===== config.mk =====
export PLATFORM = sky130hd
export DESIGN_NAME = telnet_option_negotiation_responder_core
export DESIGN_NICKNAME = d
export VERILOG_FILES = /design/src/tnr_pkg.sv /design/src/telnet_option_negotiation_responder_core.sv /design/src/tnr_front.sv /design/src/tnr_job_fifo.sv /design/src/tnr_back.sv
export SDC_FILE = /design/constraint.sdc
export NUM_CORES = 1
export LEC_CHECK = 0
export ABC_AREA = 1
export BUFFER_PORTS_ARGS = -buffer_cell sky130_fd_sc_hd__clkbuf_2
export CORE_MARGIN = 1
export CORE_UTILIZATION = 30
export CTS_CLUSTER_DIAMETER = 120
export DETAILED_ROUTE_END_ITERATION = 8
export GPL_TIMING_DRIVEN = 0
export SLEW_MARGIN = 20
export SYNTH_ARGS = -nofsm -noshare
export SYNTH_HDL_FRONTEND = slang
export SYNTH_HIERARCHICAL = 1
export SYNTH_SLANG_ARGS = --single-unit

===== constraint.sdc =====
create_clock -name clk -period 3.45 [get_ports clk]
set_clock_uncertainty 0.1 [all_clocks]
set_input_delay 0.69 -clock clk [delete_from_list [all_inputs] [get_ports clk]]
set_output_delay 0.69 -clock clk [all_outputs]
set_load 0.01 [all_outputs]

===== src/tnr_pkg.sv =====
// Package of the telnet option negotiation responder.
// Holds the shared protocol codes, parser and job types and the default sizes.
// Depends on nothing; every module of the block imports it.
package tnr_pkg;

  localparam int NAME_MAX_CHARS_DEF = 8;
  localparam int JOB_FIFO_DEPTH_DEF = 4;

  // Longest run of output bytes caused by one received byte is 14.
  localparam int RUN_IDX_W = 4;

  localparam logic [7:0] CMD_IAC    = 8'd255;
  localparam logic [7:0] CMD_SE     = 8'd240;
  localparam logic [7:0] CMD_SB     = 8'd250;
  localparam logic [7:0] CMD_OFFER  = 8'd251;
  localparam logic [7:0] CMD_REFUSE = 8'd252;
  localparam logic [7:0] CMD_DO     = 8'd253;
  localparam logic [7:0] CMD_FORBID = 8'd254;

  localparam logic [7:0] OP_BINARY     = 8'd0;
  localparam logic [7:0] OP_ECHO       = 8'd1;
  localparam logic [7:0] OP_NO_GOAHEAD = 8'd3;
  localparam logic [7:0] OP_TTYPE      = 8'd24;

  localparam logic [7:0] TTYPE_IS = 8'd0;

  typedef enum logic {
    CFG_NAME_CHARS = 1'b0,
    CFG_NAME_LEN   = 1'b1
  } cfg_reg_t;

  typedef enum logic [2:0] {
    PH_BOUNDARY,
    PH_AFTER_IAC,
    PH_OPTION,
    PH_SB_OPT,
    PH_SB_BODY,
    PH_SB_BODY_IAC
  } phase_t;

  typedef enum logic [1:0] {
    JOB_DATA,   // one data byte to the terminal
    JOB_PAIR,   // escaped IAC IAC to the terminal
    JOB_REPLY,  // IAC <cmd> <opt> to the server
    JOB_TTYPE   // terminal type subnegotiation reply
  } job_kind_t;

  typedef struct packed {
    job_kind_t  kind;
    logic [7:0] lead;  // data byte or reply command
    logic [7:0] opt;
  } job_t;

  typedef struct packed {
    logic push;
    job_t job;
  } job_req_t;

endpackage


===== src/telnet_option_negotiation_responder_core.sv =====
// Top level of the telnet option negotiation responder.
// Instantiates tnr_front, tnr_job_fifo and tnr_back; depends on tnr_pkg.
//
// Usage:
//   Input channel: one received byte per beat (in_rx_byte, in_segment_end),
//   taken at a clock edge with push high and full low. Result channel: a
//   queue read port; while empty is low the oldest byte sits on out_byte,
//   out_to_terminal and out_run_last, and pop high takes it.
//   Config port: cfg_we writes cfg_wdata into register cfg_index (0 = name
//   characters, 1 = name length); write only while the block is idle.
//   Path: with the emitter free, the job caused by an input beat is written
//   into the job queue as the beat is taken and then loaded into the
//   registered output stage, at which clock edge empty falls.
//   Throughput: one input beat per cycle while each beat yields at most one
//   output byte and pop stays high; the emitter drives one output byte per
//   cycle while pop is high, so a beat that yields a run of up to 14 bytes
//   occupies the emitter to its last byte while the job queue takes beats.
//   Stall: when pop stays low the output stage holds, the emitter stops, the
//   job queue fills and full rises; nothing is lost.
//   Reset (rst_n low, synchronous): parser at a command boundary, data mode
//   off, queue and output stage empty, name registers cleared.
module telnet_option_negotiation_responder_core #(
  parameter int NAME_MAX_CHARS = tnr_pkg::NAME_MAX_CHARS_DEF,
  parameter int JOB_FIFO_DEPTH = tnr_pkg::JOB_FIFO_DEPTH_DEF
) (
  input  logic        clk,
  input  logic        rst_n,
  input  logic        push,
  output logic        full,
  input  logic [7:0]  in_rx_byte,
  input  logic        in_segment_end,
  output logic        empty,
  input  logic        pop,
  output logic [7:0]  out_byte,
  output logic        out_to_terminal,
  output logic        out_run_last,
  input  logic        cfg_we,
  input  logic        cfg_index,
  input  logic [63:0] cfg_wdata
);
  import tnr_pkg::*;

  logic [8*NAME_MAX_CHARS-1:0] name_chars_r;
  logic [3:0]                  name_len_r;

  logic     in_accept;
  job_req_t job_req;
  logic     job_valid;
  job_t     job_head;
  logic     job_pop;

  // Config registers: name characters are kept only up to the stored size.
  always_ff @(posedge clk) begin
    if (!rst_n) begin
      name_chars_r <= '0;
      name_len_r   <= '0;
    end else if (cfg_we) begin
      unique case (cfg_reg_t'(cfg_index))
        CFG_NAME_CHARS: name_chars_r <= cfg_wdata[8*NAME_MAX_CHARS-1:0];
        CFG_NAME_LEN:   name_len_r   <= cfg_wdata[3:0];
        default:        name_len_r   <= name_len_r;
      endcase
    end
  end

  // Take a beat whenever the job queue has room; each beat adds at most one job.
  assign in_accept = push && !full;

  tnr_front u_front (
    .clk         (clk),
    .rst_n       (rst_n),
    .accept      (in_accept),
    .rx_byte     (in_rx_byte),
    .segment_end (in_segment_end),
    .req         (job_req)
  );

  tnr_job_fifo #(
    .DEPTH (JOB_FIFO_DEPTH)
  ) u_job_fifo (
    .clk      (clk),
    .rst_n    (rst_n),
    .wr       (job_req),
    .full     (full),
    .rd_pop   (job_pop),
    .rd_valid (job_valid),
    .rd_job   (job_head)
  );

  tnr_back #(
    .NAME_MAX_CHARS (NAME_MAX_CHARS)
  ) u_back (
    .clk             (clk),
    .rst_n           (rst_n),
    .job_valid       (job_valid),
    .job             (job_head),
    .job_pop         (job_pop),
    .name_chars      (name_chars_r),
    .name_length     (name_len_r),
    .empty           (empty),
    .pop             (pop),
    .out_byte        (out_byte),
    .out_to_terminal (out_to_terminal),
    .out_run_last    (out_run_last)
  );

  // The front never offers a job unless the beat was taken.
  a_push_needs_accept: assert property (@(posedge clk) disable iff (!rst_n)
    job_req.push |-> in_accept)
    else $error("job pushed without an accepted beat");

  // A terminal byte that does not end its run is the first half of IAC IAC.
  a_pair_first_half: assert property (@(posedge clk) disable iff (!rst_n)
    (!empty && out_to_terminal && !out_run_last) |-> (out_byte == CMD_IAC))
    else $error("unterminated terminal run is not an escaped IAC");

  // The emitter only pulls from a non-empty queue.
  a_pop_needs_job: assert property (@(posedge clk) disable iff (!rst_n)
    job_pop |-> job_valid)
    else $error("job queue popped while empty");

  // Reset leaves the output side empty.
  a_reset_empty: assert property (@(posedge clk)
    !rst_n |=> empty)
    else $error("output not empty after reset");

endmodule


===== src/tnr_front.sv =====
// Front parser of the telnet responder: walks the IAC command grammar.
// Turns each received byte into at most one output job for the back end.
// Depends on tnr_pkg.
module tnr_front (
  input  logic              clk,
  input  logic              rst_n,
  input  logic              accept,
  input  logic [7:0]        rx_byte,
  input  logic              segment_end,
  output tnr_pkg::job_req_t req
);
  import tnr_pkg::*;

  phase_t     phase_r, phase_nxt;
  logic [7:0] cmd_r, cmd_nxt;
  logic [7:0] opt_r, opt_nxt;
  logic       pass_r, pass_nxt;

  logic       common_opt;
  logic [7:0] reply_cmd;
  logic       reply_ok;

  always_ff @(posedge clk) begin
    if (!rst_n) begin
      phase_r <= PH_BOUNDARY;
      cmd_r   <= '0;
      opt_r   <= '0;
      pass_r  <= 1'b0;
    end else begin
      phase_r <= phase_nxt;
      cmd_r   <= cmd_nxt;
      opt_r   <= opt_nxt;
      pass_r  <= pass_nxt;
    end
  end

  // Answer for a completed two-byte negotiation, the option being rx_byte.
  always_comb begin
    common_opt = (rx_byte == OP_NO_GOAHEAD) || (rx_byte == OP_BINARY) ||
                 (rx_byte == OP_TTYPE);
    reply_ok  = 1'b1;
    reply_cmd = CMD_FORBID;
    unique case (cmd_r)
      CMD_DO:     reply_cmd = (common_opt || rx_byte == OP_ECHO) ? CMD_OFFER : CMD_REFUSE;
      CMD_OFFER:  reply_cmd = common_opt ? CMD_DO : CMD_FORBID;
      CMD_FORBID: reply_cmd = CMD_REFUSE;
      CMD_REFUSE: reply_cmd = CMD_FORBID;
      default:    reply_ok  = 1'b0;
    endcase
  end

  always_comb begin
    phase_nxt    = phase_r;
    cmd_nxt      = cmd_r;
    opt_nxt      = opt_r;
    pass_nxt     = pass_r;
    req.push     = 1'b0;
    req.job.kind = JOB_DATA;
    req.job.lead = rx_byte;
    req.job.opt  = rx_byte;
    if (accept) begin
      if (pass_r) begin
        req.push = 1'b1;
      end else begin
        unique case (phase_r)
          PH_BOUNDARY: begin
            if (rx_byte == CMD_IAC) begin
              phase_nxt = PH_AFTER_IAC;
            end else begin
              pass_nxt = 1'b1;
              req.push = 1'b1;
            end
          end
          PH_AFTER_IAC: begin
            if (rx_byte == CMD_IAC) begin
              req.push     = 1'b1;
              req.job.kind = JOB_PAIR;
              pass_nxt     = 1'b1;
              phase_nxt    = PH_BOUNDARY;
            end else begin
              cmd_nxt   = rx_byte;
              phase_nxt = (rx_byte == CMD_SB) ? PH_SB_OPT : PH_OPTION;
            end
          end
          PH_OPTION: begin
            opt_nxt      = rx_byte;
            req.push     = reply_ok;
            req.job.kind = JOB_REPLY;
            req.job.lead = reply_cmd;
            phase_nxt    = PH_BOUNDARY;
          end
          PH_SB_OPT: begin
            opt_nxt   = rx_byte;
            phase_nxt = (rx_byte == CMD_IAC) ? PH_SB_BODY_IAC : PH_SB_BODY;
          end
          PH_SB_BODY: begin
            if (rx_byte == CMD_IAC) begin
              phase_nxt = PH_SB_BODY_IAC;
            end
          end
          PH_SB_BODY_IAC: begin
            if (rx_byte == CMD_SE) begin
              req.push     = (opt_r == OP_TTYPE);
              req.job.kind = JOB_TTYPE;
              phase_nxt    = PH_BOUNDARY;
            end else if (rx_byte != CMD_IAC) begin
              phase_nxt = PH_SB_BODY;
            end
          end
          default: phase_nxt = PH_BOUNDARY;
        endcase
      end
      // Drop any open sequence and leave data mode at the segment's end.
      if (segment_end) begin
        phase_nxt = PH_BOUNDARY;
        pass_nxt  = 1'b0;
      end
    end
  end

endmodule


===== src/tnr_job_fifo.sv =====
// Job queue between the parser front and the byte emitter back end.
// Small register-based FIFO with registered occupancy; depends on tnr_pkg.
module tnr_job_fifo #(
  parameter int DEPTH = tnr_pkg::JOB_FIFO_DEPTH_DEF
) (
  input  logic              clk,
  input  logic              rst_n,
  input  tnr_pkg::job_req_t wr,
  output logic              full,
  input  logic              rd_pop,
  output logic              rd_valid,
  output tnr_pkg::job_t     rd_job
);
  import tnr_pkg::*;

  localparam int PTR_W = (DEPTH > 1) ? $clog2(DEPTH) : 1;
  localparam int CNT_W = $clog2(DEPTH + 1);

  job_t             slots_r [DEPTH];
  logic [PTR_W-1:0] wr_ptr_r, wr_ptr_nxt;
  logic [PTR_W-1:0] rd_ptr_r, rd_ptr_nxt;
  logic [CNT_W-1:0] count_r, count_nxt;
  logic             do_wr, do_rd;

  assign full     = (count_r == CNT_W'(DEPTH));
  assign rd_valid = (count_r != '0);
  assign rd_job   = slots_r[rd_ptr_r];
  assign do_wr    = wr.push && !full;
  assign do_rd    = rd_pop && rd_valid;

  always_comb begin
    wr_ptr_nxt = wr_ptr_r;
    rd_ptr_nxt = rd_ptr_r;
    count_nxt  = count_r;
    if (do_wr) begin
      wr_ptr_nxt = (wr_ptr_r == PTR_W'(DEPTH - 1)) ? '0 : wr_ptr_r + 1'b1;
    end
    if (do_rd) begin
      rd_ptr_nxt = (rd_ptr_r == PTR_W'(DEPTH - 1)) ? '0 : rd_ptr_r + 1'b1;
    end
    if (do_wr && !do_rd) begin
      count_nxt = count_r + 1'b1;
    end else if (do_rd && !do_wr) begin
      count_nxt = count_r - 1'b1;
    end
  end

  always_ff @(posedge clk) begin
    if (!rst_n) begin
      wr_ptr_r <= '0;
      rd_ptr_r <= '0;
      count_r  <= '0;
    end else begin
      wr_ptr_r <= wr_ptr_nxt;
      rd_ptr_r <= rd_ptr_nxt;
      count_r  <= count_nxt;
    end
  end

  always_ff @(posedge clk) begin
    if (do_wr) begin
      slots_r[wr_ptr_r] <= wr.job;
    end
  end

endmodule


===== src/tnr_back.sv =====
// Back end of the telnet responder: expands queued jobs into output bytes.
// One byte per cycle unless pop stalls; registered output; uses tnr_pkg.
module tnr_back #(
  parameter int NAME_MAX_CHARS = tnr_pkg::NAME_MAX_CHARS_DEF
) (
  input  logic                        clk,
  input  logic                        rst_n,
  input  logic                        job_valid,
  input  tnr_pkg::job_t               job,
  output logic                        job_pop,
  input  logic [8*NAME_MAX_CHARS-1:0] name_chars,
  input  logic [3:0]                  name_length,
  output logic                        empty,
  input  logic                        pop,
  output logic [7:0]                  out_byte,
  output logic                        out_to_terminal,
  output logic                        out_run_last
);
  import tnr_pkg::*;

  logic [RUN_IDX_W-1:0]      idx_r, idx_nxt;
  logic                      valid_r, valid_nxt;
  logic [7:0]                byte_r;
  logic                      term_r;
  logic                      last_r;

  logic                      load;
  logic [7:0]                gen_byte;
  logic                      gen_term;
  logic                      gen_last;
  logic [3:0]                name_len;
  logic [RUN_IDX_W-1:0]      name_sel;
  logic [8*NAME_MAX_CHARS-1:0] name_shift;

  // Saturate the programmed length to the stored name size.
  assign name_len   = (name_length > 4'(NAME_MAX_CHARS)) ? 4'(NAME_MAX_CHARS) : name_length;
  assign name_sel   = idx_r - RUN_IDX_W'(4);
  assign name_shift = name_chars >> {name_sel[2:0], 3'b000};

  always_comb begin
    gen_byte = job.lead;
    gen_term = 1'b0;
    gen_last = 1'b1;
    case (job.kind)
      JOB_DATA: begin
        gen_term = 1'b1;
      end
      JOB_PAIR: begin
        gen_byte = CMD_IAC;
        gen_term = 1'b1;
        gen_last = (idx_r == RUN_IDX_W'(1));
      end
      JOB_REPLY: begin
        gen_byte = (idx_r == '0) ? CMD_IAC : (idx_r == RUN_IDX_W'(1)) ? job.lead : job.opt;
        gen_last = (idx_r == RUN_IDX_W'(2));
      end
      JOB_TTYPE: begin
        gen_last = (idx_r == RUN_IDX_W'(5) + name_len);
        if (idx_r == RUN_IDX_W'(0)) begin
          gen_byte = CMD_IAC;
        end else if (idx_r == RUN_IDX_W'(1)) begin
          gen_byte = CMD_SB;
        end else if (idx_r == RUN_IDX_W'(2)) begin
          gen_byte = OP_TTYPE;
        end else if (idx_r == RUN_IDX_W'(3)) begin
          gen_byte = TTYPE_IS;
        end else if (idx_r < RUN_IDX_W'(4) + name_len) begin
          gen_byte = name_shift[7:0];
        end else if (idx_r == RUN_IDX_W'(4) + name_len) begin
          gen_byte = CMD_IAC;
        end else begin
          gen_byte = CMD_SE;
        end
      end
      default: gen_byte = job.lead;
    endcase
  end

  // Advance when the output stage is free or being drained this cycle.
  assign load    = job_valid && (!valid_r || pop);
  assign job_pop = load && gen_last;

  always_comb begin
    idx_nxt   = idx_r;
    valid_nxt = valid_r;
    if (load) begin
      idx_nxt   = gen_last ? '0 : idx_r + 1'b1;
      valid_nxt = 1'b1;
    end else if (pop) begin
      valid_nxt = 1'b0;
    end
  end

  always_ff @(posedge clk) begin
    if (!rst_n) begin
      idx_r   <= '0;
      valid_r <= 1'b0;
    end else begin
      idx_r   <= idx_nxt;
      valid_r <= valid_nxt;
    end
  end

  always_ff @(posedge clk) begin
    if (load) begin
      byte_r <= gen_byte;
      term_r <= gen_term;
      last_r <= gen_last;
    end
  end

  assign empty           = !valid_r;
  assign out_byte        = byte_r;
  assign out_to_terminal = term_r;
  assign out_run_last    = last_r;

endmodule


* Yosys cells after proc, flatten, opt, wreduce, memory -nomap -nowiden
Memory sizes are Yosys's and may differ from the RTL's. A register that Yosys moved wholly into a read port is not among the register bits. Index checks and enable logic that the tools add are counted.
Operators by class: add/subtract/negate cells 8, order comparisons 2, equality and inequality tests 32, shift-type cells 1, multiplexer cells 50, bitwise gates (word level) 3, reduce and logical (&&, ||, !) cells 30
Operators by type and width (count):
- $mux W8 | 8
- $shr A64 B6 Y8 | 1
- $eq A8 B8 Y1 const B | 7
- $pmux W8 S3 | 2
- $mux W3 | 12
- $eq A8 B5 Y1 const B | 2
- $pmux W3 S5 | 1
- $mux W1 | 13
- $mux W4 | 3
- $mux W11 | 1
- $mux W10 | 1
- $mux W2 | 5
- $eq A3 B3 Y1 const B | 3
- $add A3 B4 Y4 const A | 2
- $eq A2 B2 Y1 const B | 4
- $eq A4 B2 Y1 const B | 2
- $eq A4 B4 Y1 | 2
- $eq A8 B1 Y1 const B | 1
- $eq A8 B2 Y1 const B | 1
- $logic_not A8 Y1 | 1
- $ne A8 B8 Y1 const B | 1
- $logic_and A1 B1 Y1 | 7
- $eq A3 B2 Y1 const B | 2
- $ne A3 B2 Y1 const B | 2
- 30 further kinds | 42
Storage, ports and cells: register bits 110, memory bits (writable) 72, bits of input ports 79, output and inout bits 12, word-level logic and storage cells 141, memories 1
Memory list:
- u_job_fifo.slots_r | depth 4, bits a word 18, read ports 1, clocked after Yosys merged registers in 1, wr ports 1, RTL line tnr_job_fifo.sv:19 | job_t slots_r [DEPTH];

* Logic depth before layout (Yosys ltp)
depth in word-level cells 14, gate-level depth with buffers 24, mapped depth without buffers 24

* By module
The synthesis kept the hierarchy.
By module, submodules not included:
- tnr_job_fifo | times used 1, cells each 245, area an instance 3206.8 um^2, sequential area each 2342.2 um^2
- telnet_option_negotiation_responder_core | times used 1, cells each 435, area an instance 2915.3 um^2, sequential area each 1361.3 um^2
- tnr_back | times used 1, cells each 298, area an instance 1741.7 um^2, sequential area each 400.4 um^2
- tnr_front | times used 1, cells each 216, area an instance 1361.3 um^2, sequential area each 400.4 um^2

* Worst setup path after synthesis
Ideal clock, no wire load.
kind in2reg, from input port in_rx_byte[1], to memory u_job_fifo/slots_r[0][0] (netlist name) (enable), library setup time 393 ps, arrival 2270 ps, required time 2957 ps, slack 688 ps, cell stages on the path 10, buffers on the path 0, cells stage by stage nand2_1 nor2_4 nand3_1 nand2_1 inv_1 nand4_1 nand2_1 inv_1 nand2_2 nor2_1
RTL lines:
- start, declared | RTL line telnet_option_negotiation_responder_core.sv:30 | input logic [7:0] in_rx_byte,
- end, declared | RTL line tnr_job_fifo.sv:19

* Worst setup path after layout
from register u_back.idx_r[1], to register u_job_fifo.count_r[2]
On the way: word-level cells in the longest chain between the ends 7, elaborated cells on any way between the ends 11, those cells by class 3 x eq/ne; 2 x mux; 6 x reduce/logical
Ends and longest elaborated chain:
- start, declared | RTL line tnr_back.sv:21 | logic [RUN_IDX_W-1:0] idx_r, idx_nxt;
- start signal, assigned | RTL line tnr_back.sv:99 | idx_r <= idx_nxt;
- $eq A4 B4 Y1, or another cell as far along | RTL line tnr_back.sv:58 | gen_last = (idx_r == RUN_IDX_W'(5) + name_len);
- $pmux W1 S3 * | RTL line tnr_back.sv:44 | case (job.kind)
- named net u_back.gen_last | RTL line tnr_back.sv:30 | logic gen_last;
- $logic_and A1 B1 Y1 * | RTL line tnr_back.sv:81 | assign job_pop = load && gen_last;
- named net job_pop | RTL line telnet_option_negotiation_responder_core.sv:50 | logic job_pop;
- $logic_and A1 B1 Y1 * | RTL line tnr_job_fifo.sv:29 | assign do_rd = rd_pop && rd_valid;
- $logic_not A1 Y1 | RTL line tnr_job_fifo.sv:41 | if (do_wr && !do_rd) begin
- $logic_and A1 B1 Y1 | RTL line tnr_job_fifo.sv:41
- $mux W3 / $reduce_bool A2 Y1 (equally long branches)
- end signal, assigned | RTL line tnr_job_fifo.sv:56 | count_r <= count_nxt;
- end, declared | RTL line tnr_job_fifo.sv:22 | logic [CNT_W-1:0] count_r, count_nxt;
The timed path passes the listed nets; every way through them passes the cells marked *. A chain may end at the register's enable or synchronous reset.

==> out/metrics.cfg <==
[run_status]
violations = DRC
outcome = complete, but fails checks

[synth]
synth_seq_cells = 184
synth_fp_nets = 1289
netlist_area_mm2 = 0.00923
synth_common_cells = nand2_1 (249), nor2_1 (234), nand3_1 (141)
ys.flop_type = dfxtp_1
ys_seq_area_share_pct = 48.8
synth_cell_types = 41
synthArstFlopShare_pct = 0
synth.area.top_cells = edfxtp_1 (27%), dfxtp_1 (22%), nand2_1 (10%), nor2_1 (9.5%), nand3_1 (7.6%)
synth_edf_count = 82
yosysMostFrequentCell = nand2_1
postSynthCellCount = 1194
synth.top_cell.area_share_pct = 26.7
ys_warn_count = 6
synth_top_area_cell = edfxtp_1
post_synth.cell_area_avg_um2 = 7.73

[setup_path]
worstSetupPathType = reg2reg
critPathCaptureType = flop
startpoint = u_back/idx_r[1]
crit_path_cell_trace = buf_6 -> inv_2 -> buf_4 -> ha_1 -> nand2_4 -> nand2_1 -> a21oi_1 -> nand2_2 -> nand2_2 -> inv_1 -> nand2_1 -> ha_1 -> inv_1 -> fa_1 -> inv_1 -> nand2_1 -> nand3_1 -> nand2_1 -> inv_1 -> nor2_1
crit_end = u_job_fifo/count_r[2]
arrival_ps = 3380
reg2regPathDepth = 20
startpoint_type = flop
r2r-end = u_job_fifo/count_r[2]
r2r_slack_ps = 290
slowest_delay_ps = 410
required_ps = 3670
crit_fanout = 11
slowest_stage = dfxtp_1
timing.rr.start = u_back/idx_r[1]

[timing]
slew_violations = 0
fin_ws_ps = 289
layout_worst_path_cycle_share_pct = 91.6
rsz0062_at_grt = no
finalSetupViolations = 0
max_freq_ghz = 0.316
slew_headroom_pct = 61.9
min_period_ps = 3160
hold_viol = 0
setup-tns-final_ps = 0
tightest_slew_ps = 571
whs_ps = 368

[drt]
drc = 1
wl_met1_um = 10800
met2WireLength_um = 10800
wl_met3_um = 1130
initialDrtViolationCount = 570
wirelength_um = 23000
wire_per_inst_um = 13.5
highest_layer = met4
ant_nets = 0
first_pass_iters = 7
via_count = 7845
post_drt_via_cell_ratio = 4.59

[floorplanning]
die_w_um = 177
die_y_um = 177
die_area_mm2 = 0.0315
start_util_pct = 30.8
placementRows = 63
coreArea_mm2 = 0.0300
pin_count = 91

[grt]
grt_remaining_overflow = 0
grt_max_degree = 21
grt_usage_pct = 15.2
grt_pass1_vias = 7383
antenna_found_initial = 0
grt_pass1_wl_um = 37200

[cts]
cts-htree-levels = 4
postCtsHoldBufs = 0
cts_tree = yes
cts.sinks = 184
cts_buffers = 17
path_clk_slew_ps = 80
clock_path_buffers = 2
clock_tree.root_cell = clkbuf_16
clk_latency_ps = 430

[finish]
syn_to_final_growth_pct = 17.8
layout.nets = 1400
drive_gt1_share_pct = 16.5
diodes = 0
num-fill-cells = 3107
fin_area_mm2 = 0.0109

[pwr]
ir_drop_mv = 0.443
p_per_area_mw_per_mm2 = 693
p_leak_uw = 0.00497
total_power_uw = 7530

[placement]
io_buffers = 88
placed_area_mm2 = 0.0102
hpwl_um = 17300
gp_congestion = 0.908
place_ws_ps = 235

[flow_run]
cap_violations = 0

[min_path]
hp-class = reg2reg
hold_path_depth = 2

## worst max-delay path: cells and delay by family, from the launching register on
family,cells,cell delay (ps)
compound gates,1,200
simple gates,9,760
flops,1,410
buf+inv,7,710
fa+ha+maj,3,860
## cell type report
type	count	area, um^2	share of cell area (%)
buffer	60	429	3.95
clock buffer	18	429	3.95
clock inverter	14	200	1.84
inverter	145	558	5.14
multi-input combinational	805	3760	34.6
sequential	184	4500	41.5
tap	390	488	4.49
timing repair buffer	92	497	4.57
## worst min-delay path by stage
stage	endpoint	startpoint	slack [ps]
6_report	u_front/cmd_r[5]	u_front/cmd_r[5]	370
5_1_grt	u_front/cmd_r[5]	u_front/cmd_r[5]	390
4_1_cts	u_front/cmd_r[5]	u_front/cmd_r[5]	370
3_5_place_dp	u_front/cmd_r[5]	u_front/cmd_r[5]	360
3_3_place_gp	u_front/cmd_r[5]	u_front/cmd_r[5]	360
2_1_floorplan	u_front/cmd_r[5]	u_front/cmd_r[5]	340
## per-layer routing
layer  up-vias  GRT usage [%]
li1       4060              -
met1      3576           19.9
met2       188           25.1
met3        21           3.04
met4         0           4.88
met5         -              0
## state kept, by name, indices dropped and copies added, names as in the netlist, named ones only
signal / count
u_job_fifo/wr_ptr_r: 2
u_job_fifo/rd_ptr_r: 2
u_front/phase_r: 3
u_back/out_to_terminal: 1
u_back/out_byte: 8
name_len_r: 4
u_back/valid_r: 1
u_back/out_run_last: 1
u_job_fifo/count_r: 3
u_job_fifo/slots_r: 72
u_front/pass_r: 1
name_chars_r: 64
u_front/opt_r: 8
u_back/idx_r: 4
u_front/cmd_r: 8
## placed cells by master (no fill, tap or decap), drive strengths merged, types with 7 or more instances in the layout
cell / instances
o22ai: 19
inv: 150
edfxtp: 82
nand2: 260
clkinv: 7
nor2: 242
nand4: 8
dfxtp: 102
clkbuf: 109
buf: 61
ha: 15
o21ai: 67
nand3: 143
a21oi: 37
## through the flow
step | cells | utilization [%]
6_report | 1708 | 36.3
5_1_grt | 1708 | 36.3
4_1_cts | 1708 | 36.2
3_5_place_dp | 1676 | 34.1
3_3_place_gp | 1672 | 33.9
2_1_floorplan | 1194 | -
## kinds of logic (layout without fill, tap and decap cells)
family | count (synthesis) | count (layout) | share of synthesized area (%)
buffers and inverters | 205 | 329 | 10.7
DFF | 184 | 184 | 48.8
xor gates and xnor gates | 4 | 4 | 0.380
AOI/OAI and AO/OA | 128 | 128 | 7.49
and+or+nand+nor | 657 | 657 | 30.4
adders and majority gates | 16 | 16 | 2.25
## report_power, final
part           internal, uW  switching, uW
logic                   922           1740
clock network          1120            940
registers              2660            148
## what timing repair did
action                     CTS  global route
setup endpoints to repair    0             2
hold endpoints to repair     0             0
gates resized for setup      0             3
setup buffers                0             0
(Power assumes the default switching activity.)
